## config.mk

```make
export PLATFORM = sky130hd
export DESIGN_NAME = rc6_round
export DESIGN_NICKNAME = d
export VERILOG_FILES = /design/src/hdl/rc6_pkg.sv /design/src/hdl/rc6_round.sv
export SDC_FILE = /design/constraint.sdc
export NUM_CORES = 2
export LEC_CHECK = 0
export BUFFER_PORTS_ARGS = -buffer_cell sky130_fd_sc_hd__buf_2
export CAP_MARGIN = 20
export CORE_MARGIN = 5
export CORE_UTILIZATION = 35
export CTS_BUF_LIST = sky130_fd_sc_hd__clkbuf_4 sky130_fd_sc_hd__clkbuf_8
export DETAILED_ROUTE_END_ITERATION = 8
export PLACE_DENSITY = 0.51
export SLEW_MARGIN = 15
export SYNTH_ARGS = -nofsm -noshare
export SYNTH_HDL_FRONTEND = slang
export SYNTH_SLANG_ARGS = --single-unit
```

## constraint.sdc

```tcl
create_clock -name i_clk -period 25.9 [get_ports i_clk]
set_input_delay 1.295 -clock i_clk [delete_from_list [all_inputs] [get_ports i_clk]]
set_output_delay 1.295 -clock i_clk [all_outputs]
set_load 0.05 [all_outputs]
```

## src/hdl/rc6_pkg.sv

```systemverilog
// Shared constants, types and helper functions of the RC6 block encryption core.
`timescale 1ns / 1ps
package rc6_pkg;

    localparam int WORD_W     = 32;
    localparam int ROUNDS     = 20;
    localparam int KEY_WORDS  = 8;
    localparam int TABLE_SIZE = 2 * ROUNDS + 4;
    localparam int MIX_STEPS  = 3 * TABLE_SIZE;
    localparam int INIT_LEN   = (TABLE_SIZE > KEY_WORDS) ? TABLE_SIZE : KEY_WORDS;

    localparam int KI_W      = $clog2(TABLE_SIZE);
    localparam int LI_W      = $clog2(KEY_WORDS);
    localparam int STEP_W    = $clog2(MIX_STEPS);
    localparam int INIT_W    = $clog2(INIT_LEN);
    localparam int CFG_IDX_W = 4;

    localparam logic [WORD_W-1:0] MAGIC_P = 32'hB7E15163;
    localparam logic [WORD_W-1:0] MAGIC_Q = 32'h9E3779B9;

    typedef logic [KEY_WORDS-1:0][WORD_W-1:0] t_key_words;

    // Write and read request of the key schedule toward the round-key table.
    typedef struct packed {
        logic              we;
        logic [KI_W-1:0]   waddr;
        logic [WORD_W-1:0] wdata;
        logic [KI_W-1:0]   raddr;
    } t_rk_req;

    // Left rotation of a word; only the low five bits of the amount count.
    function automatic logic [WORD_W-1:0] rotl32(input logic [WORD_W-1:0] v,
                                                 input logic [4:0] n);
        rotl32 = (v << n) | (v >> (6'd32 - {1'b0, n}));
    endfunction

endpackage

```

## src/hdl/rc6_round.sv

```systemverilog
// Round sequencer: whitening and all rounds of one block on a shared round unit.
`timescale 1ns / 1ps
module rc6_round (
    input  logic                     i_clk,
    input  logic                     i_rst_n,
    input  logic                     i_key_ok,
    input  logic                     i_in_valid,
    output logic                     o_in_stall,
    input  logic [31:0]              i_plain_a,
    input  logic [31:0]              i_plain_b,
    input  logic [31:0]              i_plain_c,
    input  logic [31:0]              i_plain_d,
    output logic                     o_out_valid,
    input  logic                     i_out_stall,
    output logic [31:0]              o_cipher_a,
    output logic [31:0]              o_cipher_b,
    output logic [31:0]              o_cipher_c,
    output logic [31:0]              o_cipher_d,
    output logic [rc6_pkg::KI_W-1:0] o_rk_raddr_a,
    output logic [rc6_pkg::KI_W-1:0] o_rk_raddr_b,
    input  logic [31:0]              i_rk_rdata_a,
    input  logic [31:0]              i_rk_rdata_b
);
    import rc6_pkg::*;

    typedef enum logic [3:0] {
        S_IDLE = 4'b0001,
        S_PRE  = 4'b0010,
        S_RND  = 4'b0100,
        S_POST = 4'b1000
    } t_rnd_state;

    t_rnd_state        r_state;
    logic              r_out_valid;
    logic [KI_W-1:0]   r_ki;
    logic [WORD_W-1:0] r_a;
    logic [WORD_W-1:0] r_b;
    logic [WORD_W-1:0] r_c;
    logic [WORD_W-1:0] r_d;
    logic [WORD_W-1:0] r_out_a;
    logic [WORD_W-1:0] r_out_b;
    logic [WORD_W-1:0] r_out_c;
    logic [WORD_W-1:0] r_out_d;

    logic              w_accept;
    logic              w_out_free;
    logic              w_last;
    logic [WORD_W-1:0] w_qb;
    logic [WORD_W-1:0] w_qd;
    logic [WORD_W-1:0] w_x;
    logic [WORD_W-1:0] w_y;
    logic [WORD_W-1:0] n_a;
    logic [WORD_W-1:0] n_c;

    assign o_in_stall = !((r_state == S_IDLE) && i_key_ok);
    assign w_accept   = i_in_valid && !o_in_stall;
    assign w_out_free = !r_out_valid || !i_out_stall;
    assign w_last     = r_ki == KI_W'(TABLE_SIZE - 4);

    // Quadratic terms X*(2X+1), low word only.
    assign w_qb = r_b * {r_b[WORD_W-2:0], 1'b1};
    assign w_qd = r_d * {r_d[WORD_W-2:0], 1'b1};
    assign w_x  = rotl32(w_qb, 5'd5);
    assign w_y  = rotl32(w_qd, 5'd5);
    assign n_a  = rotl32(r_a ^ w_x, w_y[4:0]) + i_rk_rdata_a;
    assign n_c  = rotl32(r_c ^ w_y, w_x[4:0]) + i_rk_rdata_b;

    // Keys for the next step are fetched ahead, as the table reads are registered;
    // in the final state the address holds so the whitening keys survive a stall.
    always_comb begin
        case (r_state)
            S_PRE, S_RND: begin
                o_rk_raddr_a = r_ki + KI_W'(2);
                o_rk_raddr_b = r_ki + KI_W'(3);
            end
            S_POST: begin
                o_rk_raddr_a = r_ki;
                o_rk_raddr_b = r_ki + KI_W'(1);
            end
            default: begin
                o_rk_raddr_a = '0;
                o_rk_raddr_b = KI_W'(1);
            end
        endcase
    end

    always_ff @(posedge i_clk) begin
        if (!i_rst_n) begin
            r_state     <= S_IDLE;
            r_out_valid <= 1'b0;
        end else begin
            // A new result may replace the one taken in the same cycle.
            if ((r_state == S_POST) && w_out_free) begin
                r_out_valid <= 1'b1;
            end else if (o_out_valid && !i_out_stall) begin
                r_out_valid <= 1'b0;
            end
            case (r_state)
                S_IDLE: begin
                    if (w_accept) begin
                        r_state <= S_PRE;
                    end
                end
                S_PRE: begin
                    r_state <= S_RND;
                end
                S_RND: begin
                    if (w_last) begin
                        r_state <= S_POST;
                    end
                end
                S_POST: begin
                    if (w_out_free) begin
                        r_state <= S_IDLE;
                    end
                end
                default: begin
                    r_state <= S_IDLE;
                end
            endcase
        end
    end

    always_ff @(posedge i_clk) begin
        case (r_state)
            S_IDLE: begin
                if (w_accept) begin
                    r_a  <= i_plain_a;
                    r_b  <= i_plain_b;
                    r_c  <= i_plain_c;
                    r_d  <= i_plain_d;
                    r_ki <= '0;
                end
            end
            S_PRE: begin
                r_b  <= r_b + i_rk_rdata_a;
                r_d  <= r_d + i_rk_rdata_b;
                r_ki <= r_ki + KI_W'(2);
            end
            S_RND: begin
                r_a  <= r_b;
                r_b  <= n_c;
                r_c  <= r_d;
                r_d  <= n_a;
                r_ki <= r_ki + KI_W'(2);
            end
            S_POST: begin
                if (w_out_free) begin
                    r_out_a <= r_a + i_rk_rdata_a;
                    r_out_b <= r_b;
                    r_out_c <= r_c + i_rk_rdata_b;
                    r_out_d <= r_d;
                end
            end
            default: begin
                r_ki <= '0;
            end
        endcase
    end

    assign o_out_valid = r_out_valid;
    assign o_cipher_a  = r_out_a;
    assign o_cipher_b  = r_out_b;
    assign o_cipher_c  = r_out_c;
    assign o_cipher_d  = r_out_d;

    a_result_from_post: assert property (@(posedge i_clk) disable iff (!i_rst_n)
        $rose(r_out_valid) |-> $past(r_state == S_POST))
        else $error("result beat raised outside the whitening state");

    a_post_key_index: assert property (@(posedge i_clk) disable iff (!i_rst_n)
        (r_state == S_POST) |-> (r_ki == KI_W'(TABLE_SIZE - 2)))
        else $error("round count slipped before output whitening");

endmodule

```

==> impl_results.md <==
- Post-synthesis instance total: 5451
- Pins Over Slew Limit: 0
- Worst path slowest cell: edfxtp_1
- Count of buffers from port buffering: around 340
- Rows: around 140
- Die Y-Extent: between 300 and 400 um
- Post-synth EDFFs: roughly 260
- Clk Latency, worst-skew pair: approximately 800 ps
- Worst-path maximum fanout: 38
- Fillers: around 15000
- FFs w/ async S/R, synth: 0
- Post-CTS setup buffer count: 0
- Worst setup path start: r_b[13]
- Seq cells post-synth: approximately 270
- DR iter-0 viols: 4039
- Synth area leaders: fa_1 29%, edfxtp_1 15%, ha_1 11%
- Worst EP required: around 26000 ps
- Sink Count: 266
- Critical Path Most Common Cell: fa_1
- Reg2reg start: r_b[13]
- TritonCTS clock tree: yes
- Worst setup path category: flop to flop
- Post-route cell area: roughly 0.056 mm^2
- HPWL after DPL: around 160 mm
- Final setup fails: 0
- Area leader, netlist: fa_1
- Achievable frequency: 72.4 MHz
- Drt drc: 0
- Synth unique cells: around 110
- Avg WL per Cell: 25.8 um
- Initial antenna violation count: 26
- ANT nets after route: 0
- Final nets: just over 7000
- TNS Setup: 0 ps
- Full die area: 0.153 mm^2
- Slew margin rel.: 0.200
- Syn. warnings: 0
- Area post-placement: ~0.055 mm^2
- Total grt overflow: 0
- Core Box Area: 0.144 mm^2
- CTS clk-pin slew, worst paths: roughly 60 ps
- 1st-pass router iterations: 5
- Final period utilization: 0.534
- Die Width: just under 400 um
- Register area share after synthesis: 0.156
- Status: finished, final reports clean
- Worst hold path type: flop to flop
- Hold_buf cts: 0
- Syn Nets: ~7000
- CP arrival: ~14000 ps
- Min cycle time layout: approximately 14000 ps
- First-pass GRT wire length: a little under 300 mm
- Critical Path End Type: flop
- Hold Vio Cnt, Final: 0
- Max Clock Skew: 62.9 ps
- Crit start category: flop
- Final GP Congestion: 0.939
- CTS Buffer Depth: 3
- Layout area overhead: 9.91%
- Hold wc startpoint: o_out_valid
- Register-to-Register Path Depth: 43
- RSZ-0062 raised after global routing: no
- Primary FF master, synth: edfxtp_1
- R2R setup slack: ~12000 ps
- Worst-Margin Slew: approximately 1200 ps
- Worst setup endpoint: r_b[30]
- Vias per std cell: 5.44
- Largest net degree at the start of global routing: 66
- Htree depth: 2
- # Max-Cap Violations: 0
- Post-CTS sizing: 0
- CP peak stage delay: around 1100 ps
- Top-count cell post-synth: inv_1
- RR Endpoint: r_b[30]
- Avg Cell Area, Syn: just over 9 um^2
- Netlist Area Pre-Place: about 0.051 mm^2
- Commonest cells post-synth: 840 x inv_1, 735 x fa_1, 580 x nand2_1, 453 x ha_1, 264 x nor2_1
- CTS buffer count: between 50 and 60
- Total GRT Usage: 0.257
- Vias in the first global route: roughly 42000
- Worst hold slack: ~550 ps
- Initial Util: 0.353
- Boundary pin count: approximately 340
- Layout cells sized above 1: 0.106
- Via count: 41725
- CTS root buffer: clkbuf_8
- Area share of the largest cell type after synthesis: 0.290
- Routed Wire Length: 198 mm
-- state kept, by name (all words and copies together), names as in the netlist --
signal       cells
o_cipher_a      32
o_cipher_b      32
o_cipher_c      32
o_cipher_d      32
r_a             32
r_b             32
r_c             32
r_d             32
r_ki             5
r_state          4
o_out_valid      1
-- worst max-delay path, delay by kind of cell (launching register included) --
family / cells / cell delay (ps)
compound gates: 12 / 3410
fa+ha+maj: 11 / 5090
buf+inv: 5 / 1010
flops: 1 / 1070
mux: 5 / 1260
simple gates: 10 / 1700
-- metrics by stage --
stage / instances / util / setup slack [ps]
after floorplan: 5451 / - / 14740
after global placement: 7562 / 0.380 / 12440
after detailed placement: 7562 / 0.380 / 12330
after CTS: 7664 / 0.388 / 12280
after global routing: 7668 / 0.388 / 11450
final: 7672 / 0.388 / 12080
-- layout by cell type (no fill, tap or decap), types with 56 or more instances in the layout --
cell	count
a21o_1	86
clkbuf_8	57
xor2_1	102
fa_1	735
buf_4	74
nor3_1	56
edfxtp_1	261
nand2_1	579
a21oi_1	244
and2_1	253
mux2i_1	131
ha_1	453
nand3_1	70
xnor2_1	241
nor2_1	261
o21ai_0	218
inv_1	840
buf_2	336
-- layout make-up --
cell class / count / area [um^2] / share of cell area
multi-input cells: 4143 / 38900 / 0.698
flip-flops and latches: 266 / 7940 / 0.142
inverters: 840 / 3150 / 0.0565
well taps: 1903 / 2380 / 0.0427
repair buffers: 410 / 2240 / 0.0401
clock buffers: 72 / 897 / 0.0161
clock inverters: 30 / 230 / 0.00413
diodes: 8 / 20.0 / 0.000359
-- per-layer routing --
layer	global-route usage	part of all wire	up-vias
met1	0.371	0.45	21167
met3	0.0540	0.085	255
met2	0.388	0.43	1656
li1	-	-	18641
met5	0	0.00022	-
met4	0.0809	0.035	6
-- kinds of logic after synthesis --
logic type / Yosys count / synth area share
compound gates: 1000 / 0.129
xor+xnor: 357 / 0.0636
fa+ha+maj: 1189 / 0.402
buf+inv: 1042 / 0.0796
flops: 266 / 0.156
mux: 170 / 0.0360
other cells: 2 / 0.000148
simple gates: 1425 / 0.134
-- worst min-delay path by stage --
stage	slack [ps]	depth (start not counted)	to
after detailed placement	550	2	o_out_valid
after global routing	560	0	o_cipher_d[29]
after global placement	540	2	o_out_valid
final	550	2	o_out_valid
after CTS	550	0	o_cipher_d[29]
after floorplan	450	0	o_cipher_d[29]
Power is not shown: default switching activity piles up to over one toggle a cycle in this logic, so the estimate is an artifact.
