## src/hdl/rc6_pkg.sv

```systemverilog
// Shared constants, types and helper functions of the RC6 block encryption core.
`timescale 1ns / 1ps
package rc6_pkg;

    localparam int WORD_W     = 32;
    localparam int ROUNDS     = 20;
    localparam int KEY_WORDS  = 8;
    localparam int TABLE_SIZE = 2 * ROUNDS + 4;
    localparam int MIX_STEPS  = 3 * TABLE_SIZE;
    localparam int INIT_LEN   = (TABLE_SIZE > KEY_WORDS) ? TABLE_SIZE : KEY_WORDS;

    localparam int KI_W      = $clog2(TABLE_SIZE);
    localparam int LI_W      = $clog2(KEY_WORDS);
    localparam int STEP_W    = $clog2(MIX_STEPS);
    localparam int INIT_W    = $clog2(INIT_LEN);
    localparam int CFG_IDX_W = 4;

    localparam logic [WORD_W-1:0] MAGIC_P = 32'hB7E15163;
    localparam logic [WORD_W-1:0] MAGIC_Q = 32'h9E3779B9;

    typedef logic [KEY_WORDS-1:0][WORD_W-1:0] t_key_words;

    // Write and read request of the key schedule toward the round-key table.
    typedef struct packed {
        logic              we;
        logic [KI_W-1:0]   waddr;
        logic [WORD_W-1:0] wdata;
        logic [KI_W-1:0]   raddr;
    } t_rk_req;

    // Left rotation of a word; only the low five bits of the amount count.
    function automatic logic [WORD_W-1:0] rotl32(input logic [WORD_W-1:0] v,
                                                 input logic [4:0] n);
        rotl32 = (v << n) | (v >> (6'd32 - {1'b0, n}));
    endfunction

endpackage

```

## src/hdl/rc6_keysched.sv

```systemverilog
// Key expansion sequencer: fills the round-key table and mixes it with the key words.
`timescale 1ns / 1ps
module rc6_keysched (
    input  logic                i_clk,
    input  logic                i_rst_n,
    input  logic                i_key_wr,
    input  rc6_pkg::t_key_words i_key,
    input  logic [31:0]         i_rk_rdata,
    output rc6_pkg::t_rk_req    o_req,
    output logic                o_ready
);
    import rc6_pkg::*;

    typedef enum logic [2:0] {
        KS_IDLE = 3'b001,
        KS_INIT = 3'b010,
        KS_MIX  = 3'b100
    } t_ks_state;

    t_ks_state         r_state;
    logic              r_dirty;
    logic [INIT_W-1:0] r_cnt;
    logic [STEP_W-1:0] r_step;
    logic [KI_W-1:0]   r_ti;
    logic [LI_W-1:0]   r_li;
    logic [WORD_W-1:0] r_a;
    logic [WORD_W-1:0] r_b;
    logic [WORD_W-1:0] r_t;
    logic [WORD_W-1:0] r_mix [KEY_WORDS];

    logic [KI_W-1:0]   n_ti;
    logic [WORD_W-1:0] n_a;
    logic [WORD_W-1:0] n_b;
    logic [WORD_W-1:0] w_ab;
    logic              w_init_last;
    logic              w_mix_last;

    assign n_ti        = (r_ti == KI_W'(TABLE_SIZE - 1)) ? '0 : r_ti + KI_W'(1);
    assign n_a         = rotl32(i_rk_rdata + r_a + r_b, 5'd3);
    assign w_ab        = n_a + r_b;
    assign n_b         = rotl32(r_mix[r_li] + w_ab, w_ab[4:0]);
    assign w_init_last = r_cnt == INIT_W'(INIT_LEN - 1);
    assign w_mix_last  = r_step == STEP_W'(MIX_STEPS - 1);

    always_comb begin
        o_req = '0;
        case (r_state)
            KS_INIT: begin
                o_req.we    = r_cnt < INIT_W'(TABLE_SIZE);
                o_req.waddr = KI_W'(r_cnt);
                o_req.wdata = r_t;
                o_req.raddr = '0;
            end
            KS_MIX: begin
                // The next step's entry is fetched while this step writes back;
                // consecutive steps never touch the same entry.
                o_req.we    = 1'b1;
                o_req.waddr = r_ti;
                o_req.wdata = n_a;
                o_req.raddr = n_ti;
            end
            default: begin
                o_req = '0;
            end
        endcase
    end

    assign o_ready = (r_state == KS_IDLE) && !r_dirty;

    always_ff @(posedge i_clk) begin
        if (!i_rst_n) begin
            r_state <= KS_IDLE;
            r_dirty <= 1'b1;
        end else begin
            case (r_state)
                KS_IDLE: begin
                    // A key write while idle marks the schedule stale; a
                    // stale schedule starts over and stays stale only if
                    // another write lands in the same cycle.
                    r_dirty <= i_key_wr;
                    if (r_dirty) begin
                        r_state <= KS_INIT;
                    end
                end
                KS_INIT: begin
                    r_dirty <= r_dirty || i_key_wr;
                    if (w_init_last) begin
                        r_state <= KS_MIX;
                    end
                end
                KS_MIX: begin
                    r_dirty <= r_dirty || i_key_wr;
                    if (w_mix_last) begin
                        r_state <= KS_IDLE;
                    end
                end
                default: begin
                    r_state <= KS_IDLE;
                end
            endcase
        end
    end

    always_ff @(posedge i_clk) begin
        case (r_state)
            KS_IDLE: begin
                r_cnt <= '0;
                r_t   <= MAGIC_P;
            end
            KS_INIT: begin
                r_cnt <= r_cnt + INIT_W'(1);
                r_t   <= r_t + MAGIC_Q;
                if (r_cnt < INIT_W'(KEY_WORDS)) begin
                    r_mix[LI_W'(r_cnt)] <= i_key[LI_W'(r_cnt)];
                end
                r_step <= '0;
                r_ti   <= '0;
                r_li   <= '0;
                r_a    <= '0;
                r_b    <= '0;
            end
            KS_MIX: begin
                r_step      <= r_step + STEP_W'(1);
                r_ti        <= n_ti;
                r_li        <= r_li + LI_W'(1);
                r_a         <= n_a;
                r_b         <= n_b;
                r_mix[r_li] <= n_b;
            end
            default: begin
                r_cnt <= '0;
            end
        endcase
    end

    a_mix_no_overlap: assert property (@(posedge i_clk) disable iff (!i_rst_n)
        (r_state == KS_MIX) |-> (o_req.raddr != o_req.waddr))
        else $error("key mix reads the entry it writes");

    a_mix_end_index: assert property (@(posedge i_clk) disable iff (!i_rst_n)
        (r_state == KS_MIX && w_mix_last) |->
            (r_ti == KI_W'((MIX_STEPS - 1) % TABLE_SIZE) &&
             r_li == LI_W'((MIX_STEPS - 1) % KEY_WORDS)))
        else $error("key mix indexes out of step at the last mixing step");

    a_ready_quiet: assert property (@(posedge i_clk) disable iff (!i_rst_n)
        o_ready |-> !o_req.we)
        else $error("round-key table written while the schedule is ready");

endmodule

```

## config.mk

```make
export PLATFORM = sky130hd
export DESIGN_NAME = rc6_keysched
export DESIGN_NICKNAME = d
export VERILOG_FILES = /design/src/hdl/rc6_pkg.sv /design/src/hdl/rc6_keysched.sv
export SDC_FILE = /design/constraint.sdc
export NUM_CORES = 1
export LEC_CHECK = 0
export BUFFER_PORTS_ARGS = -buffer_cell sky130_fd_sc_hd__buf_2
export CORE_MARGIN = 2
export CORE_UTILIZATION = 50
export CTS_BUF_LIST = sky130_fd_sc_hd__clkbuf_4
export DETAILED_ROUTE_END_ITERATION = 10
export PLACE_DENSITY_LB_ADDON = 0.15
export REMOVE_ABC_BUFFERS = 1
export SYNTH_ARGS = -nofsm -noshare
export SYNTH_HDL_FRONTEND = slang
export SYNTH_SLANG_ARGS = --single-unit
```

## constraint.sdc

```tcl
create_clock -name i_clk -period 12.6 [get_ports i_clk]
set_input_delay 3.15 -clock i_clk [delete_from_list [all_inputs] [get_ports i_clk]]
set_output_delay 3.15 -clock i_clk [all_outputs]
set_load 0.05 [all_outputs]
```

==> metrics.csv <==
stage;metric;value;unit
critical_path;R2R Path End;r_mix[2][4]$_DFFE_PP_;
clocking;CTS root buffer;clkbuf_4;
flow_run;number of max-cap violations;0;
clocking;CTS tree;done;
synth;dominant cells by area after synthesis;edfxtp_1, mux4_2, ha_1;
critical_path;crit path buf inv count;12;
synth;sequential-to-total area share from yosys stat;0.416;
critical_path;crit path capture type;flip-flop;
timing;Final Hold Fails;0;
placement;DP HPWL;76900;um
drt;Detailed Route WL;100000;um
floorplan;Core Region;0.0540;mm2
placement;GPL Wtd Cong;0.991;
synth;Commonest cells post-synth;edfxtp_1, nand2_1, nor2_1;
global_routing;pin count of the biggest net entering global routing;77;
floorplan;Initial Util;0.507;
cells_and_area;Area growth, synth to finish;24.6;%
timing;relative slew slack;0.137;
clocking;Clock Latency Late Sink;890;ps
min_path;hold worst-path end;r_state[1]$_SDFFE_PN0P_;
synth;Synth Warn #;0;
critical_path;CP Launch Type;input port;
timing;period utilisation layout;0.972;
drt;1st-pass router iterations;5;
clocking;Clock Tree Buf Depth;3;
synth;synthesized flop and latch total;382;
placement;IO Port Bufs;336;
synth;Post-synth ARST share;0;
synth;Post-synth EDFFs;375;
min_path;Min-Delay Startpoint;r_dirty$_SDFFE_PN1P_;
synth;top cell type's share of synthesized area;0.411;
global_routing;antenna violations before repair;1;
timing;Least-Margin Pin Slew;1280;ps
global_routing;Total Routing Usage GR;0.351;
critical_path;worst reg2reg setup slack;2270;ps
min_path;hold depth;2;
floorplan;I/O pin total;337;
global_routing;gr ovfl total;0;
synth;Top FF cell, synth;edfxtp_1;
drt;Vias per Instance;6.25;
clocking;CTS buffer count;100;
critical_path;CP required;13080;ps
critical_path;worst flop-to-flop path startpoint;r_b[1]$_SDFFCE_PP0P_;
critical_path;Critical Path Slowest Stage Cell;fa_1;
floorplan;die height;238;um
cells_and_area;layout cells sized above 1;0.369;
critical_path;cell family with the largest share of critical-path delay;compound AO/OA/AOI/OAI gates;
timing;Tmin final;12250;ps
floorplan;Die X-Extent;238;um
timing;Clock Skew;81.7;ps
clocking;Clock Pin Slew Worst Setup and Hold Paths;60;ps
drt;vias;24509;
drt;number of DRC markers in iteration 0;2279;
critical_path;CP dominant cell by count;buf_4;
critical_path;CP max stage delay;530;ps
synth;synth unique cells;91;
clocking;# clock sinks;382;
critical_path;crit-path max FO;8;
critical_path;Crit Path Class;in2reg;
critical_path;R2R cell count;45;
global_routing;first-pass GRT wire length;148000;um
critical_path;Arr. time, crit path;12730;ps
cells_and_area;Nets;3576;
timing;Max Clk Rate;0.0817;GHz
min_path;Min-Delay Path Class;reg2reg;
timing;Final setup viols;0;
drt;# DRC;0;
synth;Cell Area, Synth;0.0274;mm2
floorplan;Rows;85;
drt;Post-DRT Antenna Nets;0;
cells_and_area;fin util;0.631;
synth;Synth Instances;2445;
synth;area leader, netlist;edfxtp_1;
global_routing;vias in the first global route;24252;
timing;Max Slew Vio Count;0;
synth;count leader, synth;edfxtp_1;
status;status;complete, no violations;
clocking;CTS H-tree lvls;3;
drt;routed len/inst;25.6;um
synth;Syn Area/Cell;11.2;um2
floorplan;Die Area;0.0566;mm2
[state kept, by name, indices dropped and copies added (netlist names), named ones only]
register / flops
r_li: 3
r_b: 32
r_mix: 256
r_cnt: 6
r_t: 32
r_ti: 6
r_step: 8
r_a: 32
r_dirty: 1
r_state: 3
[layout make-up]
type / instances / area [um2]
fill: 4412 / 19900
multi-input combinational: 1878 / 15600
sequential: 382 / 11400
timing repair buffer: 756 / 4860
clock buffer: 142 / 1070
tap: 696 / 871
clock inverter: 32 / 188
inverter: 36 / 136
antenna: 2 / 5.00
[logic make-up (layout without fill, tap and decap cells)]
family,count (synthesis),count (layout),synth area share
AO/OA/AOI/OAI,686,686,0.170
XOR/XNOR,127,127,0.0406
adder cells (fa/ha/maj),131,131,0.0692
buffers and inverters,185,966,0.0259
flip-flops,382,382,0.416
multiplexers,224,224,0.155
other,0,2,0
AND/OR/NAND/NOR,710,710,0.123
[cell usage in the layout (no fill, tap or decap), types with 24 or more instances in the layout]
cell and n:
and3_1 48, clkinv_1 24, and2_1 47, clkbuf_4 142, a21o_1 69, nor3_1 44
buf_4 418, a21oi_1 148, mux2i_1 26, o211ai_1 34, o21ai_0 115, a31oi_1 31
mux4_2 154, edfxtp_1 375, a211oi_1 37, xor2_1 46, fa_1 34, ha_1 95
mux2_2 39, buf_2 336, inv_1 31, nand2_1 223, nand3_1 54, xnor2_1 78
nor2_1 171
[metrics by stage]
stage / TNS [ps] / hold slack (ps) / cells / cell area (um2) / worst slack, ps
2_1_floorplan: -305030 / 470 / 2296 / 26800 / -1480
4_1_cts: 0 / 520 / 3920 / 33900 / 42.2
3_3_place_gp: -134370 / 493 / 3746 / 32600 / -700
6_report: 0 / 522 / 3924 / 34100 / 355
5_1_grt: -2050 / 546 / 3923 / 34100 / -69.3
3_5_place_dp: -163950 / 512 / 3746 / 32600 / -927
[worst max-delay path by stage]
stage	startpoint	endpoint	slack, ps	cells after the start
floorplan	i_rk_rdata[1]	r_mix[0][31]$_DFFE_PP_	-1480	32
global placement	i_rk_rdata[1]	r_mix[4][15]$_DFFE_PP_	-700	48
detailed placement	i_rk_rdata[1]	r_mix[5][2]$_DFFE_PP_	-930	47
CTS	i_rk_rdata[1]	r_mix[4][15]$_DFFE_PP_	40	46
global route	i_rk_rdata[1]	r_mix[6][6]$_DFFE_PP_	-70	43
finish	i_rk_rdata[1]	r_mix[2][4]$_DFFE_PP_	350	46
[worst min-delay path, cell delays in order, from the launching register on]
cell,delay (ps)
dfxtp_1,340
nand2_1,70
a21boi_0,70
[timing repair]
action | CTS | global route
hold endpoints to repair | 0 | 0
setup buffers | 0 | 2
hold buffers | 0 | 0
endpoints found under the setup margin | 8 | 288
gates resized for setup | 1 | 49
pin swaps | 0 | 9
[per-layer routing]
layer  vias to the layer above  global-route usage  share of wire
met5                         -                   0              0
met4                         0               0.160          0.045
met3                       176              0.0451          0.070
met2                      1152               0.589           0.48
met1                     12086               0.456           0.40
li1                      11095                   -              -
Power is left out: the tool's default activity adds up to more than one toggle a clock period on the data nets, which glitch-free logic cannot reach.
